## src/lda_pkg.sv

```systemverilog
`default_nettype none
package lda_pkg;
  localparam int MaxClasses  = 8;
  localparam int MaxFeatures = 8;
  localparam int CW = $clog2(MaxClasses);
  localparam int FW = $clog2(MaxFeatures);

  localparam logic [1:0] OP_MEAN   = 2'd0;
  localparam logic [1:0] OP_ICOV   = 2'd1;
  localparam logic [1:0] OP_PRIOR  = 2'd2;
  localparam logic [1:0] OP_SAMPLE = 2'd3;

  localparam logic [1:0] REG_CLASSES  = 2'd0;
  localparam logic [1:0] REG_FEATURES = 2'd1;
  localparam logic [1:0] REG_READY    = 2'd2;

  typedef enum logic [2:0] {
    ST_IDLE, ST_DIFF, ST_TMAC, ST_QMAC, ST_SCORE, ST_FLUSH, ST_OUT
  } lda_state_t;

  // controller -> datapath
  typedef struct packed {
    logic           diff_en;   // latch d[k]
    logic           tclr;      // clear t accumulator
    logic           tmac;      // t += S[j][k]*d[k]
    logic           qclr;      // clear q
    logic           qmac;      // q += d[j]*t
    logic           score;     // form score, compare
    logic           first;     // first class
    logic [CW-1:0]  cls;
    logic [FW-1:0]  j;
    logic [FW-1:0]  k;
  } lda_cmd_t;
endpackage
`default_nettype wire

```

## src/lda_ctrl.sv

```systemverilog
`default_nettype none
module lda_ctrl (
  input  wire logic                 clk,
  input  wire logic                 rst,
  input  wire logic                 start,
  input  wire logic [lda_pkg::CW:0] nc,
  input  wire logic [lda_pkg::FW:0] nf,
  input  wire logic                 out_taken,
  output lda_pkg::lda_state_t       state,
  output lda_pkg::lda_cmd_t         cmd
);
  lda_pkg::lda_state_t state_next;
  logic [lda_pkg::CW:0] c;
  logic [lda_pkg::FW:0] j, k;
  logic k_end, j_end, c_end;

  assign k_end = (k + 1'b1) == nf;
  assign j_end = (j + 1'b1) == nf;
  assign c_end = (c + 1'b1) == nc;

  always_ff @(posedge clk) begin
    if (rst) begin
      state <= lda_pkg::ST_IDLE;
      c <= '0; j <= '0; k <= '0;
    end else begin
      state <= state_next;
      unique case (state)
        lda_pkg::ST_IDLE: begin c <= '0; j <= '0; k <= '0; end
        lda_pkg::ST_DIFF: begin
          k <= k_end ? '0 : k + 1'b1;
        end
        lda_pkg::ST_TMAC: begin
          k <= k_end ? '0 : k + 1'b1;
        end
        lda_pkg::ST_QMAC: begin
          j <= j_end ? '0 : j + 1'b1;
        end
        lda_pkg::ST_SCORE: begin
          c <= c + 1'b1;
        end
        default: ;
      endcase
    end
  end

  always_comb begin
    state_next = state;
    unique case (state)
      lda_pkg::ST_IDLE:  if (start) state_next = lda_pkg::ST_DIFF;
      lda_pkg::ST_DIFF:  if (k_end) state_next = lda_pkg::ST_TMAC;
      lda_pkg::ST_TMAC:  if (k_end) state_next = lda_pkg::ST_QMAC;
      lda_pkg::ST_QMAC:  state_next = j_end ? lda_pkg::ST_SCORE : lda_pkg::ST_TMAC;
      lda_pkg::ST_SCORE: state_next = c_end ? lda_pkg::ST_FLUSH : lda_pkg::ST_DIFF;
      lda_pkg::ST_FLUSH: state_next = lda_pkg::ST_OUT;
      lda_pkg::ST_OUT:   if (out_taken) state_next = lda_pkg::ST_IDLE;
      default:           state_next = lda_pkg::ST_IDLE;
    endcase
  end

  always_comb begin
    cmd = '0;
    cmd.cls = c[lda_pkg::CW-1:0];
    cmd.j = j[lda_pkg::FW-1:0];
    cmd.k = k[lda_pkg::FW-1:0];
    cmd.first = (c == '0);
    unique case (state)
      lda_pkg::ST_DIFF: begin
        cmd.diff_en = 1'b1;
        cmd.tclr = 1'b1;
        cmd.qclr = 1'b1;
      end
      lda_pkg::ST_TMAC:  cmd.tmac = 1'b1;
      lda_pkg::ST_QMAC: begin
        cmd.qmac = 1'b1;
        cmd.tclr = 1'b1;
      end
      lda_pkg::ST_SCORE: cmd.score = 1'b1;
      default: ;
    endcase
  end
endmodule
`default_nettype wire

```

## config.mk

```make
export PLATFORM = sky130hd
export DESIGN_NAME = lda_ctrl
export DESIGN_NICKNAME = d
export VERILOG_FILES = /design/src/lda_pkg.sv /design/src/lda_ctrl.sv
export SDC_FILE = /design/constraint.sdc
export NUM_CORES = 1
export LEC_CHECK = 0
export BUFFER_PORTS_ARGS = -buffer_cell sky130_fd_sc_hd__buf_2
export CAP_MARGIN = 5
export CORE_UTILIZATION = 30
export CTS_BUF_LIST = sky130_fd_sc_hd__clkbuf_4
export DETAILED_ROUTE_END_ITERATION = 12
export PLACE_DENSITY = 0.56
export SLEW_MARGIN = 10
export SYNTH_ARGS = -nofsm -noshare
export SYNTH_HDL_FRONTEND = slang
export SYNTH_SLANG_ARGS = --single-unit
```

## constraint.sdc

```tcl
create_clock -name clk -period 1.85 [get_ports clk]
set_clock_uncertainty 0.1 [all_clocks]
set_input_delay 0.185 -clock clk [delete_from_list [all_inputs] [get_ports clk]]
set_output_delay 0.185 -clock clk [all_outputs]
set_load 0.01 [all_outputs]
```

**Yosys cells after proc, flatten, opt, wreduce, memory -nomap -nowiden**

Cells that the tools add are included.

- Add/subtract/negate cells: 3
- Equal/unequal tests: 13
- Mux-type cells: 17
- Reductions and logical operators: 8

Operators by type and width:

| kind | count |
|---|---|
| $pmux W4 S2 | 3 |
| $pmux W3 S7 | 1 |
| $mux W3 | 6 |
| $add A4 B1 Y4 const B | 3 |
| $eq A4 B4 Y1 | 3 |
| $eq A3 B3 Y1 const B | 3 |
| $mux W4 | 2 |
| $ne A2 B2 Y1 const B | 4 |
| $eq A3 B2 Y1 const B | 2 |
| $reduce_bool A2 Y1 | 3 |
| $mux W1 | 5 |
| $logic_not A4 Y1 | 1 |
| $reduce_and A4 Y1 | 1 |
| $reduce_or A2 Y1 | 2 |
| $eq A3 B1 Y1 const B | 1 |
| $logic_not A3 Y1 | 1 |

- Register bits after elaboration: 15
- Output and inout bits: 19
- Logic and storage cells: 45

**Longest topological paths before layout**

- Word-level depth: 4
- Gate-level depth with buffers: 7

**Worst setup path before layout**

Ideal clock, no wire load.

- Kind: register to register
- Start: reg k[0] (netlist name)
- End: reg state[0]
- Arrival: 1647 ps
- Data required time: 1692 ps
- Setup slack: 45 ps
- Stages on the path, launching flop included: 7
- Cell sequence: dfxtp_1 -> ha_1 -> xor2_1 -> nor3_4 -> a21oi_2 -> a2111oi_4 -> o21ba_1

- Cells in the longest elaborated chain, start to end: 4
- Elaborated cells on any way between the ends: 5

RTL lines:

| element | line | text |
|---|---|---|
| start, declared | lda_ctrl.sv:14 | `logic [lda_pkg::FW:0] j, k;` |
| start signal, assigned | lda_ctrl.sv:30 | `k <= k_end ? '0 : k + 1'b1;` |
| start signal, assigned | lda_ctrl.sv:33 | `k <= k_end ? '0 : k + 1'b1;` |
| $add A4 B1 Y4 (*) | lda_ctrl.sv:17 | `assign k_end = (k + 1'b1) == nf;` |
| $eq A4 B4 Y1 (*) | lda_ctrl.sv:17 |  |
| $ne A2 B2 Y1 (no source line) | - |  |
| $reduce_and A4 Y1 (no source line) (*) | - |  |
| end signal, assigned | lda_ctrl.sv:23 | `state <= lda_pkg::ST_IDLE;` |
| end signal, assigned | lda_ctrl.sv:26 | `state <= state_next;` |
| end, declared | lda_ctrl.sv:9 | `output lda_pkg::lda_state_t state,` |

Every way passes the cells marked *; elsewhere a longest branch is shown, timed or not.
A chain may end at the register's enable or synchronous reset.

**Worst setup path after layout**

Ends and elaborated chain as after synthesis.

==> flow_summary.yaml <==
die:
  die_w_um: 63.7
  dieArea_mm2: 0.00406
  die_h_um: 63.7
  core_area_mm2: 0.00366
  initial_core_util: 0.312
  rows: 22
  io-pin-count: 31
yosys:
  synth_area_mm2: 0.00114
  synth_nets: 147
  synthArstFlopShare: 0
  ys_warn_count: 0
  yosysTopAreaCell: "dfxtp_1"
  synth_common_cells: "dfxtp_1, nor2_1, nand2_1, buf_4, xnor2_1"
  seq_area_frac_synth: 0.263
  synth.avg_cell_area_um2: 8.72
  synth_cell_types: 43
  yosysMostFrequentCell: "dfxtp_1"
  synth_area_leaders: "dfxtp_1, xnor2_1, buf_4"
  synth_edf_count: 0
  synth_ff_type: "dfxtp_1"
  synth_top_area_frac: 0.263
  synth-seq-cells: 15
  syn_inst: 131
clock_network:
  clock-sinks: 15
  cts_tree: "built"
  numCtsBuffers: 3
  cts_hold_buffers: 0
  cts.path.max_buffers: 2
  h-tree-depth: 1
  clk_latency_ns: 0.28
  cts_root_buf: "clkbuf_4"
  path_clk_slew_ns: 0.09
pwr:
  comb_power_share: 0.448
  p_int_uw: 640
  p_sw_uw: 378
  pwr-share-clk: 0.182
  powerDensity_mw_per_mm2: 717
  p_seq_frac: 0.370
  p_leak_nw: 0.630
  vdd_drop_max_mv: 0.307
  finalPower_mw: 1.02
  switching_share: 0.371
routing:
  dr.pass1.iters: 4
  drtIter0Drc: 30
  ant_nets: 0
  wl_um: 2610
  drc: 0
  via_count: 1018
  viasPerCell: 4.82
  post_drt_wl_per_cell_um: 12.4
sta:
  worst_slack_ns: -0.0147
  setup_viol: 1
  fin_crit_sh: 1.01
  post-route-min-period_ns: 1.86
  max_freq_mhz: 536
  worstMarginPinSlew_ns: 0.414
  rsz0062_at_grt: "yes"
  maxSlewViolCount: 0
  final_hold_viol_count: 0
  fin_tns_setup_ns: -0.0147
  max_slew_margin: 0.722
critical_path:
  r2r_start: "k[0]$_SDFFE_PP0P_"
  critPathRequiredTime_ns: 1.93
  critical_path.max_fanout: 3
  end_kind: "flip-flop"
  critPathKind: "reg2reg"
  start_kind: "flip-flop"
  cp.arrival_ns: 1.95
  r2r_end: "state[0]$_SDFFE_PP0P_"
  rrSetupSlack_ns: -0.01
  r2r_cells: 6
outcome:
  run_status: "complete, but fails checks"
  violations: "negative setup slack"
global_routing:
  grt_pass1_wl_um: 4120
  antenna_found_initial: 0
  grt_max_degree: 17
  grt_pass1_vias: 955
  grtUsageTotal: 0.129
  grt_overflow: 0
placement:
  port-buffer-count: 30
  finalWeightedCongestion: 0.769
  place_inst: 206
  dp_hpwl_um: 2090
min_path:
  whs_endpoint: "j[1]$_SDFFE_PP0P_"
  hold_path_startpoint: "rst"
  hold_class: "in2reg"
  worstHoldPathCells: 2
flow_run:
  cap_violations: 0
layout:
  num-fill-cells: 374
  instances_no_fill: 211
  syn2layout_area_growth_pct: 24.3
  n_antenna_cell: 0
  finalNetCount: 180
  drive_gt1_frac: 0.380
## worst max-delay path, cell delays in order (launching register included)
cell and delay, ns:
dfxtp_2 0.35, ha_4 0.16, xor3_2 0.41, nor3_4 0.29, a21oi_2 0.12, and2_1 0.15
o21ba_1 0.18
## state kept, by name, indices dropped and copies added (netlist names)
name and count:
c 4, j 4, k 4, state 3
## logic make-up (layout without fill, tap and decap cells)
kind of cell | after synthesis | count (layout) | synth area share
flip-flops | 15 | 15 | 0.263
adder cells (fa/ha/maj) | 4 | 4 | 0.0438
XOR/XNOR | 17 | 17 | 0.164
buffers and inverters | 19 | 51 | 0.0964
AO/OA/AOI/OAI | 27 | 27 | 0.191
AND/OR/NAND/NOR | 46 | 46 | 0.214
multiplexers | 3 | 3 | 0.0285
## placed cells by master (no fill, tap or decap), types with 5 or more instances in the layout
cell and instances:
buf_2 30, nor2_1 12, dfxtp_1 12, buf_4 12, nand2_1 11, xnor2_1 9, inv_1 5, nor2b_1 5
a21oi_1 5, a31oi_1 5
## worst max-delay path by stage
stage / from / to / slack, ns / cells past startpoint
after floorplan: k[0]$_SDFFE_PP0P_ / state[0]$_SDFFE_PP0P_ / 0.04 / 6
after CTS: k[0]$_SDFFE_PP0P_ / state[0]$_SDFFE_PP0P_ / -0.03 / 6
final: k[0]$_SDFFE_PP0P_ / state[0]$_SDFFE_PP0P_ / -0.01 / 6
after detailed placement: k[0]$_SDFFE_PP0P_ / state[0]$_SDFFE_PP0P_ / 0.009 / 6
after global placement: k[0]$_SDFFE_PP0P_ / state[0]$_SDFFE_PP0P_ / 0.08 / 6
after global routing: k[0]$_SDFFE_PP0P_ / state[0]$_SDFFE_PP0P_ / -0.09 / 6
## through the flow
step	cell area, um^2	worst slack [ns]	hold WS (ns)	util
2_1_floorplan	1140	0.0448	0.220	-
3_3_place_gp	1340	0.0814	0.366	0.367
4_1_cts	1370	-0.0264	0.168	0.375
3_5_place_dp	1340	0.00867	0.392	0.367
5_1_grt	1420	-0.0891	0.186	0.388
6_report	1420	-0.0147	0.174	0.388
## power by group through the flow
stage          combinational, mW  clock, mW  sequential (mW)
6_report                   0.456      0.185            0.377
5_1_grt                    0.497      0.210            0.380
3_3_place_gp               0.417          0            0.375
2_1_floorplan              0.293          0            0.376
3_5_place_dp               0.433          0            0.378
4_1_cts                    0.435      0.195            0.371
## routing by layer
layer / wire [um] / track usage / part of all wire / up-vias
met4: 17 / 0.0426 / 0.0065 / 0
met3: 121 / 0.0181 / 0.046 / 2
li1: - / - / - / 503
met5: 0 / 0 / 0 / -
met2: 1390 / 0.246 / 0.53 / 25
met1: 1080 / 0.144 / 0.41 / 488
## layout make-up
| cell class | instances | area [um^2] | share of cell area |
|---|---|---|---|
| Multi-Input combinational cell | 97 | 769 | 0.542 |
| Inverter | 5 | 18.8 | 0.0132 |
| Timing Repair Buffer | 42 | 240 | 0.169 |
| Sequential cell | 15 | 304 | 0.214 |
| Tap cell | 48 | 60.1 | 0.0423 |
| Clock inverter | 1 | 5.00 | 0.00352 |
| Clock buffer | 3 | 22.5 | 0.0159 |
## timing repair
item                                    in CTS  in global routing
endpoints found under the setup margin       2                  7
gates cloned                                 0                  0
pin swaps                                    1                  9
resized for setup                            0                  9
endpoints found under the hold margin        0                  0
buffers inserted                             0                  1
Power figures use the tool's default switching activity.
